`src/rtl/sfcd_pkg.sv`:
```
package sfcd_pkg;

    // Frame layout
    localparam int unsigned FRAME_BYTES   = 25;
    localparam int unsigned POS_W         = 5;
    localparam logic [7:0]  HEADER_BYTE   = 8'h0F;
    localparam logic [POS_W-1:0] POS_HUNT      = 5'd0;
    localparam logic [POS_W-1:0] POS_LAST_DATA = 5'd22;
    localparam logic [POS_W-1:0] POS_FLAGS     = 5'd23;

    // Channel packing
    localparam int unsigned CHAN_BITS  = 11;
    localparam int unsigned CHAN_NUM_W = 4;
    localparam int unsigned CHAN_CNT_W = 5;
    localparam int unsigned ACC_W      = 19;
    localparam int unsigned HELD_W     = 4;
    localparam logic [CHAN_BITS-1:0] CHAN_MAX = 11'h7FF;
    localparam int unsigned NUM_CHANNELS_DEF = 16;

    // Result kinds
    localparam logic KIND_CHANNEL = 1'b0;
    localparam logic KIND_STATUS  = 1'b1;

    // Configuration registers
    localparam int unsigned CFG_IDX_W  = 1;
    localparam int unsigned CFG_DATA_W = 11;
    localparam logic [CFG_IDX_W-1:0] CFG_SCALED_CHANNEL = 1'd0;
    localparam logic [CFG_IDX_W-1:0] CFG_SCALED_OFFSET  = 1'd1;
    localparam logic [CHAN_NUM_W-1:0] SCALED_CHANNEL_RST = 4'd2;
    localparam logic [CHAN_BITS-1:0]  SCALED_OFFSET_RST  = 11'd1000;

    // Item passed from the unpacker to the output stage
    typedef struct packed {
        logic                  kind;
        logic [CHAN_NUM_W-1:0] ch;
        logic [CHAN_BITS-1:0]  raw;
        logic                  flags_set;
    } t_chan_item;

endpackage

```
`src/rtl/sfcd_unpack.sv`:
```
module sfcd_unpack #(
    parameter int unsigned NUM_CHANNELS = sfcd_pkg::NUM_CHANNELS_DEF
) (
    input  logic                  i_clk,
    input  logic                  i_rst_n,
    input  logic                  i_valid,
    output logic                  o_ready,
    input  logic [7:0]            i_rx_byte,
    output logic                  o_item_vld,
    input  logic                  i_item_rdy,
    output sfcd_pkg::t_chan_item  o_item
);

    localparam logic [sfcd_pkg::CHAN_CNT_W-1:0] NUM_CH =
        sfcd_pkg::CHAN_CNT_W'(NUM_CHANNELS);

    logic [sfcd_pkg::POS_W-1:0]      r_pos,  n_pos;
    logic [sfcd_pkg::ACC_W-1:0]      r_acc,  n_acc;
    logic [sfcd_pkg::HELD_W-1:0]     r_held, n_held;
    logic [sfcd_pkg::CHAN_CNT_W-1:0] r_nch,  n_nch;
    logic                            r_vld,  n_vld;
    sfcd_pkg::t_chan_item            r_item, n_item;

    logic                            accept;
    logic [sfcd_pkg::ACC_W-1:0]      acc_or;
    logic [sfcd_pkg::HELD_W:0]       held_sum;

    assign o_ready    = !r_vld || i_item_rdy;
    assign accept     = i_valid && o_ready;
    assign o_item_vld = r_vld;
    assign o_item     = r_item;

    // Merge the new byte above the bits already held
    assign acc_or   = r_acc | (sfcd_pkg::ACC_W'(i_rx_byte) << r_held);
    assign held_sum = {1'b0, r_held} + (sfcd_pkg::HELD_W + 1)'(8);

    // Frame parser and bit unpacker
    always_comb begin
        n_pos  = r_pos;
        n_acc  = r_acc;
        n_held = r_held;
        n_nch  = r_nch;
        n_vld  = r_vld && !i_item_rdy;
        n_item = r_item;
        if (accept) begin
            if (r_pos == sfcd_pkg::POS_HUNT) begin
                if (i_rx_byte == sfcd_pkg::HEADER_BYTE) begin
                    n_pos  = sfcd_pkg::POS_W'(1);
                    n_acc  = '0;
                    n_held = '0;
                    n_nch  = '0;
                end
            end else if (r_pos <= sfcd_pkg::POS_LAST_DATA) begin
                n_pos = r_pos + sfcd_pkg::POS_W'(1);
                if (held_sum >= (sfcd_pkg::HELD_W + 1)'(sfcd_pkg::CHAN_BITS)) begin
                    n_acc  = acc_or >> sfcd_pkg::CHAN_BITS;
                    n_held = sfcd_pkg::HELD_W'(held_sum
                             - (sfcd_pkg::HELD_W + 1)'(sfcd_pkg::CHAN_BITS));
                    n_nch  = r_nch + sfcd_pkg::CHAN_CNT_W'(1);
                    if (r_nch < NUM_CH) begin
                        n_vld            = 1'b1;
                        n_item.kind      = sfcd_pkg::KIND_CHANNEL;
                        n_item.ch        = r_nch[sfcd_pkg::CHAN_NUM_W-1:0];
                        n_item.raw       = acc_or[sfcd_pkg::CHAN_BITS-1:0];
                        n_item.flags_set = 1'b0;
                    end
                end else begin
                    n_acc  = acc_or;
                    n_held = held_sum[sfcd_pkg::HELD_W-1:0];
                end
            end else if (r_pos == sfcd_pkg::POS_FLAGS) begin
                n_pos            = r_pos + sfcd_pkg::POS_W'(1);
                n_vld            = 1'b1;
                n_item.kind      = sfcd_pkg::KIND_STATUS;
                n_item.ch        = '0;
                n_item.raw       = '0;
                n_item.flags_set = (i_rx_byte != 8'd0);
            end else begin
                // trailing byte closes the frame
                n_pos  = sfcd_pkg::POS_HUNT;
                n_acc  = '0;
                n_held = '0;
                n_nch  = '0;
            end
        end
    end

    always_ff @(posedge i_clk) begin
        if (!i_rst_n) begin
            r_pos  <= sfcd_pkg::POS_HUNT;
            r_acc  <= '0;
            r_held <= '0;
            r_nch  <= '0;
            r_vld  <= 1'b0;
        end else begin
            r_pos  <= n_pos;
            r_acc  <= n_acc;
            r_held <= n_held;
            r_nch  <= n_nch;
            r_vld  <= n_vld;
        end
        r_item <= n_item;
    end

endmodule

```
`src/rtl/sfcd_scale.sv`:
```
module sfcd_scale (
    input  logic                                 i_clk,
    input  logic                                 i_rst_n,
    input  logic                                 i_cfg_we,
    input  logic [sfcd_pkg::CFG_IDX_W-1:0]       i_cfg_index,
    input  logic [sfcd_pkg::CFG_DATA_W-1:0]      i_cfg_data,
    input  logic                                 i_item_vld,
    output logic                                 o_item_rdy,
    input  sfcd_pkg::t_chan_item                 i_item,
    output logic                                 o_valid,
    input  logic                                 i_ready,
    output logic                                 o_kind,
    output logic [sfcd_pkg::CHAN_NUM_W-1:0]      o_channel_number,
    output logic [sfcd_pkg::CHAN_BITS-1:0]       o_channel_value,
    output logic                                 o_flags_set,
    output logic                                 o_frame_last
);

    logic [sfcd_pkg::CHAN_NUM_W-1:0] r_scaled_ch;
    logic [sfcd_pkg::CHAN_BITS-1:0]  r_scaled_off;
    logic                            r_vld;
    sfcd_pkg::t_chan_item            r_out;

    logic                            load;
    logic [sfcd_pkg::CHAN_BITS:0]    sum;
    logic [sfcd_pkg::CHAN_BITS-1:0]  scaled;
    sfcd_pkg::t_chan_item            n_out;

    assign o_item_rdy = !r_vld || i_ready;
    assign load       = i_item_vld && o_item_rdy;

    // Half value plus offset, saturated to 11 bits
    assign sum    = {2'b00, i_item.raw[sfcd_pkg::CHAN_BITS-1:1]} + {1'b0, r_scaled_off};
    assign scaled = sum[sfcd_pkg::CHAN_BITS] ? sfcd_pkg::CHAN_MAX
                                             : sum[sfcd_pkg::CHAN_BITS-1:0];

    always_comb begin
        n_out = i_item;
        if (i_item.kind == sfcd_pkg::KIND_CHANNEL && i_item.ch == r_scaled_ch) begin
            n_out.raw = scaled;
        end
    end

    // Configuration registers
    always_ff @(posedge i_clk) begin
        if (!i_rst_n) begin
            r_scaled_ch  <= sfcd_pkg::SCALED_CHANNEL_RST;
            r_scaled_off <= sfcd_pkg::SCALED_OFFSET_RST;
        end else if (i_cfg_we) begin
            case (i_cfg_index)
                sfcd_pkg::CFG_SCALED_CHANNEL:
                    r_scaled_ch <= i_cfg_data[sfcd_pkg::CHAN_NUM_W-1:0];
                sfcd_pkg::CFG_SCALED_OFFSET:
                    r_scaled_off <= i_cfg_data[sfcd_pkg::CHAN_BITS-1:0];
                default: ;
            endcase
        end
    end

    // Result register
    always_ff @(posedge i_clk) begin
        if (!i_rst_n) begin
            r_vld <= 1'b0;
        end else if (o_item_rdy) begin
            r_vld <= i_item_vld;
        end
        if (load) begin
            r_out <= n_out;
        end
    end

    assign o_valid          = r_vld;
    assign o_kind           = r_out.kind;
    assign o_channel_number = r_out.ch;
    assign o_channel_value  = r_out.raw;
    assign o_flags_set      = r_out.flags_set;
    assign o_frame_last     = r_out.kind;

endmodule

```
`src/rtl/sbus_frame_channel_decoder_unit.sv`:
```
// Receiver frame decoder: one byte in per cycle, results are channels and frame status.
// A result is registered in the unpack stage and then in the scale stage before the output.
// Throughput: one byte per cycle; the unpack register and the result register
// each take a new item while the next stage is ready or empty.
// Reset (i_rst_n low, synchronous): parser hunts for a header, both stages empty,
// scaled channel 2 and offset 1000.
module sbus_frame_channel_decoder_unit #(
    parameter int unsigned NUM_CHANNELS = sfcd_pkg::NUM_CHANNELS_DEF
) (
    input  logic                                 i_clk,
    input  logic                                 i_rst_n,
    input  logic                                 i_valid,
    output logic                                 o_ready,
    input  logic [7:0]                           i_rx_byte,
    input  logic                                 i_cfg_we,
    input  logic [sfcd_pkg::CFG_IDX_W-1:0]       i_cfg_index,
    input  logic [sfcd_pkg::CFG_DATA_W-1:0]      i_cfg_data,
    output logic                                 o_valid,
    input  logic                                 i_ready,
    output logic                                 o_kind,
    output logic [sfcd_pkg::CHAN_NUM_W-1:0]      o_channel_number,
    output logic [sfcd_pkg::CHAN_BITS-1:0]       o_channel_value,
    output logic                                 o_flags_set,
    output logic                                 o_frame_last
);

    logic                 item_vld;
    logic                 item_rdy;
    sfcd_pkg::t_chan_item item;

    sfcd_unpack #(
        .NUM_CHANNELS (NUM_CHANNELS)
    ) u_unpack (
        .i_clk      (i_clk),
        .i_rst_n    (i_rst_n),
        .i_valid    (i_valid),
        .o_ready    (o_ready),
        .i_rx_byte  (i_rx_byte),
        .o_item_vld (item_vld),
        .i_item_rdy (item_rdy),
        .o_item     (item)
    );

    sfcd_scale u_scale (
        .i_clk            (i_clk),
        .i_rst_n          (i_rst_n),
        .i_cfg_we         (i_cfg_we),
        .i_cfg_index      (i_cfg_index),
        .i_cfg_data       (i_cfg_data),
        .i_item_vld       (item_vld),
        .o_item_rdy       (item_rdy),
        .i_item           (item),
        .o_valid          (o_valid),
        .i_ready          (i_ready),
        .o_kind           (o_kind),
        .o_channel_number (o_channel_number),
        .o_channel_value  (o_channel_value),
        .o_flags_set      (o_flags_set),
        .o_frame_last     (o_frame_last)
    );

endmodule
```
`config.mk`:
```
export PLATFORM = sky130hd
export DESIGN_NAME = sbus_frame_channel_decoder_unit
export DESIGN_NICKNAME = d
export VERILOG_FILES = /design/src/rtl/sfcd_pkg.sv /design/src/rtl/sfcd_unpack.sv /design/src/rtl/sfcd_scale.sv /design/src/rtl/sbus_frame_channel_decoder_unit.sv
export SDC_FILE = /design/constraint.sdc
export NUM_CORES = 1
export LEC_CHECK = 0
export BUFFER_PORTS_ARGS = -buffer_cell sky130_fd_sc_hd__buf_4
export CORE_MARGIN = 2
export CORE_UTILIZATION = 61
export CTS_BUF_LIST = sky130_fd_sc_hd__clkbuf_4 sky130_fd_sc_hd__clkbuf_8
export DETAILED_ROUTE_END_ITERATION = 16
export PLACE_DENSITY = 0.82
export SYNTH_ARGS = -nofsm -noshare
export SYNTH_HDL_FRONTEND = slang
export SYNTH_SLANG_ARGS = --single-unit
```
`constraint.sdc`:
```
create_clock -name i_clk -period 3.06 [get_ports i_clk]
set_input_delay 0.612 -clock i_clk [delete_from_list [all_inputs] [get_ports i_clk]]
set_output_delay 0.612 -clock i_clk [all_outputs]
set_load 0.03 [all_outputs]
```
# Word level (Yosys, flattened, before mapping)
# Index checks and enable logic that the tools add are counted.
# W data, S select, Z words.
dict set report op_classes {
  eq_ne 8
  muxes 31
  shifts 1
  n_addsub 5
  bitwise_logic 4
  reduce_logical 18
  magnitude_cmp 3
}
# operator n
set op_table {}
lappend op_table {{$mux W19} 5}
lappend op_table {{$mux W17} 4}
lappend op_table {{$mux W5} 9}
lappend op_table {{$mux W11} 2}
lappend op_table {{$mux W4} 5}
lappend op_table {{$or A19 B19 Y19} 1}
lappend op_table {{$shl A8 B4 Y19} 1}
lappend op_table {{$add A10 B11 Y12} 1}
lappend op_table {{$add A5 B1 Y5 const B} 2}
lappend op_table {{$eq A8 B4 Y1 const B} 1}
lappend op_table {{$reduce_bool A8 Y1} 1}
lappend op_table {{$mux W1} 6}
lappend op_table {{$ne A2 B2 Y1 const B} 3}
lappend op_table {{$reduce_and A2 Y1} 3}
lappend op_table {{$add A4 B4 Y5 const B} 1}
lappend op_table {{$eq A5 B5 Y1 const B} 1}
lappend op_table {{$ge A5 B4 Y1 const B} 1}
lappend op_table {{$le A5 B5 Y1 const B} 1}
lappend op_table {{$logic_not A5 Y1} 1}
lappend op_table {{$lt A5 B5 Y1 const B} 1}
lappend op_table {{$reduce_and A5 Y1} 1}
lappend op_table {{$eq A4 B4 Y1} 1}
lappend op_table {{$logic_and A1 B1 Y1} 4}
lappend op_table {{$reduce_and A4 Y1} 1}
lappend op_table {{8 further kinds} 13}
dict set report word_totals {
  wordCells 86
  output_inout_bits 20
  register_bits 84
}

# Longest topological paths before layout
# Gate-level depths: netlist of run 1.
dict set report depth {
  depth_word 9
  depth_mapped 10
}

# Hierarchy
# From an unflattened synthesis of run 1, not the netlist that was laid out.
dict set report hier_totals {
  cells_unflattened 481
  hier_area_um2 4543.1
}
# mod seq_area_each_um2 area_each_um2 n_inst cells_per_inst
set modules_own_cells {}
lappend modules_own_cells {sfcd_unpack 1191.1 2722.6 1 290}
lappend modules_own_cells {sfcd_scale 830.8 1820.5 1 191}

# Worst setup path before layout of run 1
# OpenSTA, ideal clock, no wires.
dict set report synth_path {
  path_type {flip-flop to flip-flop}
  start {register u_unpack.r_item, in the netlist u_unpack.o_item[6]}
  end {register u_scale.r_out, in the netlist u_scale.o_channel_value[7] (data pin)}
  setup_time_ns 0.261
  setup_slack_ns 0.661
  n_path_buf 1
  stages_incl_launch_ff 9
  arrival_ns 2.138
  required_time_ns 2.799
  synth_period_minus_slack_ns 2.399
  cell_sequence {edfxtp_1 -> ha_1 -> a21o_1 -> a31o_2 -> a31oi_4 -> o21ai_2 -> a31o_1 -> buf_6 -> o32a_1}
}
# item line
set synth_rtl {}
lappend synth_rtl {{start: declaration} sfcd_unpack.sv:22} ;# sfcd_pkg::t_chan_item r_item, n_item;
lappend synth_rtl {{start signal: assignment} sfcd_unpack.sv:102} ;# r_item <= n_item;
lappend synth_rtl {{end signal: assignment} sfcd_scale.sv:68} ;# r_out <= n_out;
lappend synth_rtl {{end: declaration} sfcd_scale.sv:22} ;# sfcd_pkg::t_chan_item r_out;

==> metrics.txt, run 1 <==
CP Class=register to register; quantity of I/O buffers inserted on ports=44; Hold-fix buffers, CTS=0; first-pass GRT wire length=17180 um; crit path DAT=2.69 ns; Synth async-reset ratio=0; pwr dens=422.8 mW/mm^2; most frequent cells in the layout=buf_4, nand2_1, dfxtp_1, nor2_1, edfxtp_1; Critical Path RT=3.18 ns; max-cap violations=0; worst vdd ir=between 0.2 and 0.25 mV; Worst slew margin=0.4485; H-Tree Level Count=3; antenna fix cells=0; most common flop cell mapped by yosys=dfxtp_1; CP Capture Type=register; total track usage=0.2619; Post-CTS Repair Setup Buffers=0; DRC viols=0; EDFF count, synth=34; DIE WIDTH=90.40 um; multi-input logic area=0.002338 sq mm; commonest non-fill, non-tap cell in the layout=buf_4; Mean Syn Cell Area=9.708 sq um; CTS tree=yes; Initial DRC Count=300; sequential area share after synthesis=0.4441; PnR worst setup slack=0.4869 ns; Die H=approximately 90 um; share of cells above drive strength 1=0.1937; Hold Crit Start=u_unpack.o_item[0]; Mapped Area=0.004553 sq mm; Min-Delay Path Class=register to register; Cells after Synth=roughly 470; Seq pwr share=0.540; largest net degree at the start of global routing=55; drt pass-1 iters=5; # IOs=between 40 and 50; sequential cell area=a little over 0.002 sq mm; DIE AREA=between 0.008 and 0.009 sq mm; DR vias=around 3700; crit path time final=approximately 2.6 ns; CP Max Fanout=9; fmax=between 300 and 400 MHz; post-CTS resize count=0; final instance area=0.005145 sq mm; CTS root buf=clkbuf_8; Final ANT Viol Nets=0; Starting Density=0.6277; Sinks on Clock Net=84; r2r startpoint=u_unpack.o_item[6]; Ys Warns=0; Worst-Margin Slew=0.8157 ns; FP Rows=31; drt total wl=10210 um; Core Util, Final=0.7093; post-placement setup slack=0.4999 ns; Clock Power Share=0.383; Setup Viol. Count Final=0; Final Net Count=roughly 550; post-synth top area cell=edfxtp_1; setup total negative slack=0 ns; synthesis-stage register bit count=84; Fill cells=549; skew final=0.008066 ns; GP Congestion=0.9457; initial antenna violation count=0; CTS max path bufs=2; Comb power frac=0.077; Internal Power=about 1600 uW; nature of the critical path startpoint=register; Sw Ratio=0.2480; synth top area cells=edfxtp_1, dfxtp_1, mux2i_1; switching pwr=about 540 uW; TritonCTS Buffers=9; RSZ-0062 raised after global routing=no; Hold Fails Final Rpt=0; DPL Wire Length=~7400 um; vias per inst=5.993; P_leak=~0.0019 uW; vias in the first global route=3610; post-synth top area share=0.2242; Skew-Pair Late Insertion Delay=0.36 ns; post-synth cell types=slightly above 70; Syn Nets=between 500 and 600; clock transition at the registers of the reported paths=0.09 ns; Fin Hold WS=0.4421 ns; placed inst area=0.004938 sq mm; grt total ovfl=0; Final period util=0.8409; drt wl/cell=~17 um; core footprint=about 0.0073 sq mm; status=completed; Worst Setup SP=u_unpack.o_item[6]; area growth from synthesis to layout=13.00%; Final Max Tran Viols=0
==> final timing paths <==
check                                    end  slack (ns)  cells after the start
setup / recovery  u_scale.o_channel_value[8]        0.49                      7
hold / removal           u_scale.o_flags_set        0.44                      0
setup reg to reg  u_scale.o_channel_value[8]        0.49                      7
hold reg to reg          u_scale.o_flags_set        0.44                      0
==> synth_stat cells (11+ instances only) <==
library cell / instances
nand3_1: 20
nor2_1: 34
clkbuf_1: 15
o21ai_0: 22
a21boi_0: 11
a21oi_1: 24
inv_1: 15
edfxtp_1: 34
nor2b_1: 20
ha_1: 15
nand2_1: 50
mux2i_1: 19
dfxtp_1: 50
==> cell type report <==
class                      count  area share
multi-input combinational    342      0.4545
inverter                      17     0.01240
clock buffer                   9     0.02408
sequential                    84      0.3930
tap                           99     0.02408
clock inverter                 7     0.01605
timing repair buffer          52     0.07588
==> worst max-delay path, stage by stage (launching register included) <==
cell	delay, ns
edfxtp_1	0.41
ha_1	0.41
a21o_1	0.24
a31o_2	0.24
a31oi_4	0.20
o21ai_2	0.11
a31o_1	0.34
o32a_1	0.38
==> cell families after synthesis <==
kind of cell    after synthesis  synth area share
xor+xnor                      9           0.01731
simple gates                173            0.2012
buf+inv                      43           0.04232
flops                        84            0.4441
fa+ha+maj                    16           0.04562
mux                          27           0.06897
compound gates              117            0.1805
==> through the flow <==
| stage | std cells | power (uW) |
|---|---|---|
| final | 610 | 2175 |
| after global routing | 610 | 2257 |
| after CTS | 610 | 2186 |
| after detailed placement | 594 | 1366 |
| after global placement | 594 | 1360 |
| after floorplan | 469 | 1307 |
==> metal layers <==
metal | track usage | vias up | part of all wire
met5 | 0 | - | 0
met4 | 0.1000 | 0 | 0.028
li1 | - | 1782 | -
met2 | 0.4480 | 127 | 0.50
met3 | 0.05843 | 29 | 0.048
met1 | 0.3241 | 1718 | 0.43
==> sequential cells by signal, summed over array words and instances, names as in the netlist <==
name,flops
u_unpack.r_acc,19
u_unpack.o_item,17
u_scale.o_channel_value,11
u_scale.r_scaled_off,11
u_unpack.r_nch,5
u_unpack.r_pos,5
u_scale.o_channel_number,4
u_scale.r_scaled_ch,4
u_unpack.r_held,4
u_scale.o_flags_set,1
u_scale.o_frame_last,1
u_scale.o_valid,1
u_unpack.o_item_vld,1
==> power by group through the flow <==
stage          Clock (uW)  Sequential (uW)  Combinational [uW]
2_1_floorplan           0             1200                 108
3_3_place_gp            0             1200                 159
3_5_place_dp            0             1200                 164
4_1_cts               845             1180                 166
5_1_grt               895             1180                 185
6_report              834             1180                 167
(Power assumes the default switching activity.)
==> run 2: changes to the inputs <==
--- a/config.mk
+++ b/config.mk
@@ -7,10 +7,10 @@
 export LEC_CHECK = 0
 export BUFFER_PORTS_ARGS = -buffer_cell sky130_fd_sc_hd__buf_4
 export CORE_MARGIN = 2
-export CORE_UTILIZATION = 61
+export CORE_UTILIZATION = 55
 export CTS_BUF_LIST = sky130_fd_sc_hd__clkbuf_4 sky130_fd_sc_hd__clkbuf_8
 export DETAILED_ROUTE_END_ITERATION = 16
-export PLACE_DENSITY = 0.82
+export PLACE_DENSITY = 0.78
 export SYNTH_ARGS = -nofsm -noshare
 export SYNTH_HDL_FRONTEND = slang
 export SYNTH_SLANG_ARGS = --single-unit
==> constraint.sdc (replaced) <==
create_clock -name i_clk -period 2.18 [get_ports i_clk]
set_input_delay 0.436 -clock i_clk [delete_from_list [all_inputs] [get_ports i_clk]]
set_output_delay 0.436 -clock i_clk [all_outputs]
set_load 0.03 [all_outputs]
==> run 2 against run 1 <==
The flow now finishes with violations (negative setup slack). Clock power is 64% higher. Core utilization shrank 2.7 points. Sequential power grew 40%. Highest routed layer unchanged. First-iteration DRC count is 28% lower. Clock skew increased by 0.0021 ns. Global-route usage shrank 0.69 points. Non-clock buffer count up 33. Worst hold slack got worse by 0.17 ns. Sequential share of layout area decreased by 2.8 points. Cell area rose by 7.9%. Final cell count is 6.6% higher. Routed wire length rose by 8.0%.
==> metrics.txt, run 2 (same netlist as run 1, synthesis figures left out) <==
vias in the first global route=approximately 3700; Hold Fails Final Rpt=0; CP Capture Type=register; GP Congestion=0.9104; post-placement setup slack=-0.1074 ns; DR vias=3798; Skew-Pair Late Insertion Delay=0.36 ns; gr busiest metal=met2; DIE AREA=0.009022 sq mm; core footprint=0.008134 sq mm; drt wl/cell=16.98 um; most frequent cells in the layout=buf_4, nand2_1, dfxtp_1, edfxtp_1, nor2_1; Overall Power=3285 uW; worst vdd ir=between 0.3 and 0.4 mV; Worst-Margin Slew=0.5468 ns; Setup Viol. Count Final=5; quantity of I/O buffers inserted on ports=44; status=complete, but fails checks; drt pass-1 iters=5; first-pass GRT wire length=17560 um; DIE WIDTH=94.99 um; DPL Wire Length=~7600 um; DRC viols=0; placed inst area=0.005125 sq mm; Die H=94.99 um; Critical Path RT=2.30 ns; Top reg by flops=u_unpack.r_acc; Largest stage delay, worst path=0.45 ns; nature of the critical path startpoint=register; pwr dens=591.9 mW/mm^2; vias per inst=about 5.8; antenna fix cells=0; Largest register FFs=19; Final ANT Viol Nets=0; Critical Path, Cell by Cell=ha_4 -> a21o_1 -> a31o_4 -> a31oi_4 -> nor2b_1 -> mux2_2 -> o32a_1; total track usage=0.2550; GRT met2 Usage=0.4178; CP Class=register to register; initial antenna violation count=0; CTS root buf=clkbuf_8; Fill cells=622; RSZ-0062 raised after global routing=yes; Final Max Tran Viols=0; clock transition at the registers of the reported paths=0.09 ns; fmax=roughly 450 MHz; crit path time final=2.209 ns; Final Net Count=581; CP max stage cell=edfxtp_1; H-Tree Level Count=3; Initial DRC Count=216; Min-Delay Path Class=input pin to register; final instance area=0.005550 sq mm; area growth from synthesis to layout=21.90%; failing checks=negative setup slack; setup total negative slack=-0.07899 ns; Starting Density=0.5598; P_leak=around 0.0021 uW; # IOs=45; TritonCTS Buffers=9; commonest non-fill, non-tap cell in the layout=buf_4; FP Rows=33; largest net degree at the start of global routing=55; skew final=0.01017 ns; met3 GRT Util=0.05906; grt total ovfl=0; share of cells above drive strength 1=0.2789; max-cap violations=0; CTS max path bufs=2; Hold-fix buffers, CTS=0; CP Max Fanout=4; crit path DAT=2.33 ns; Final period util=1.013; drt total wl=11040 um; PnR worst setup slack=-0.02885 ns; CTS tree=yes; grt met1 use=0.3010; Worst slew margin=0.6316; Sinks on Clock Net=84
## run 2: cell types whose count changed in the layout (fill, tap and decap cells not counted), sizes merged
| cell | previous run | this run |
|---|---|---|
| clkinv | 2 | 1 |
| clkbuf | 9 | 12 |
| bufinv | 1 | 3 |
| nand3 | 21 | 22 |
| buf | 52 | 85 |
| inv | 21 | 17 |
## run 2: repair_timing
action                                  CTS  global route
pin swaps                                 4             6
cloned                                    0             2
endpoints found under the setup margin   13            51
buffers inserted                          5             5
gates resized for setup                   6            17
## run 2: metal layers
layer,vias to the layer above,wire (um)
li1,1853,-
met1,1799,4697
met2,108,5425
met3,38,472
met4,0,440
met5,-,0
## run 2: path summary, 6_finish.rpt
path | startpoint | end | slack, ns | cells past startpoint
worst max-delay path | u_unpack.o_item[6] | u_scale.o_channel_value[7] | -0.03 | 7
worst min-delay path | i_cfg_data[5] | u_scale.r_scaled_off[5] | 0.27 | 3
worst max register to register | u_unpack.o_item[6] | u_scale.o_channel_value[7] | -0.03 | 7
worst min register to register | u_unpack.o_item[0] | u_scale.o_flags_set | 0.44 | 0
## run 2: metrics by stage
step             util  hold WS (ns)  cells
6_report       0.6824        0.2716    650
5_1_grt        0.6824        0.2731    650
4_1_cts        0.6691        0.2675    643
3_5_place_dp   0.6301        0.4247    622
3_3_place_gp   0.6301        0.4076    622
2_1_floorplan       -        0.4003    469
## run 2: report_power, final
part           switching [uW]  total (uW)  leakage (uW)  internal, uW
Combinational             134         261       0.00127           127
Sequential               12.4        1650      0.000711          1640
Clock                     571        1370      0.000125           803
Total                     718        3290       0.00211          2570
## run 2: cell type report
| class | count | area (sq um) | share of cell area |
|---|---|---|---|
| clock buffer | 12 | 146.4 | 0.02638 |
| clock inverter | 4 | 98.84 | 0.01781 |
| inverter | 17 | 63.81 | 0.01150 |
| multi-input combinational | 343 | 2444 | 0.4403 |
| sequential | 84 | 2027 | 0.3652 |
| tap | 105 | 131.4 | 0.02367 |
| timing repair buffer | 85 | 639.4 | 0.1152 |
## run 2: worst max-delay path, delay by kind of cell, from the launching register on
| kind | cells | cell delay [ns] |
|---|---|---|
| flip-flops | 1 | 0.45 |
| AND/OR/NAND/NOR | 1 | 0.08 |
| multiplexers | 1 | 0.27 |
| adder cells (fa/ha/maj) | 1 | 0.26 |
| AO/OA/AOI/OAI | 4 | 0.91 |
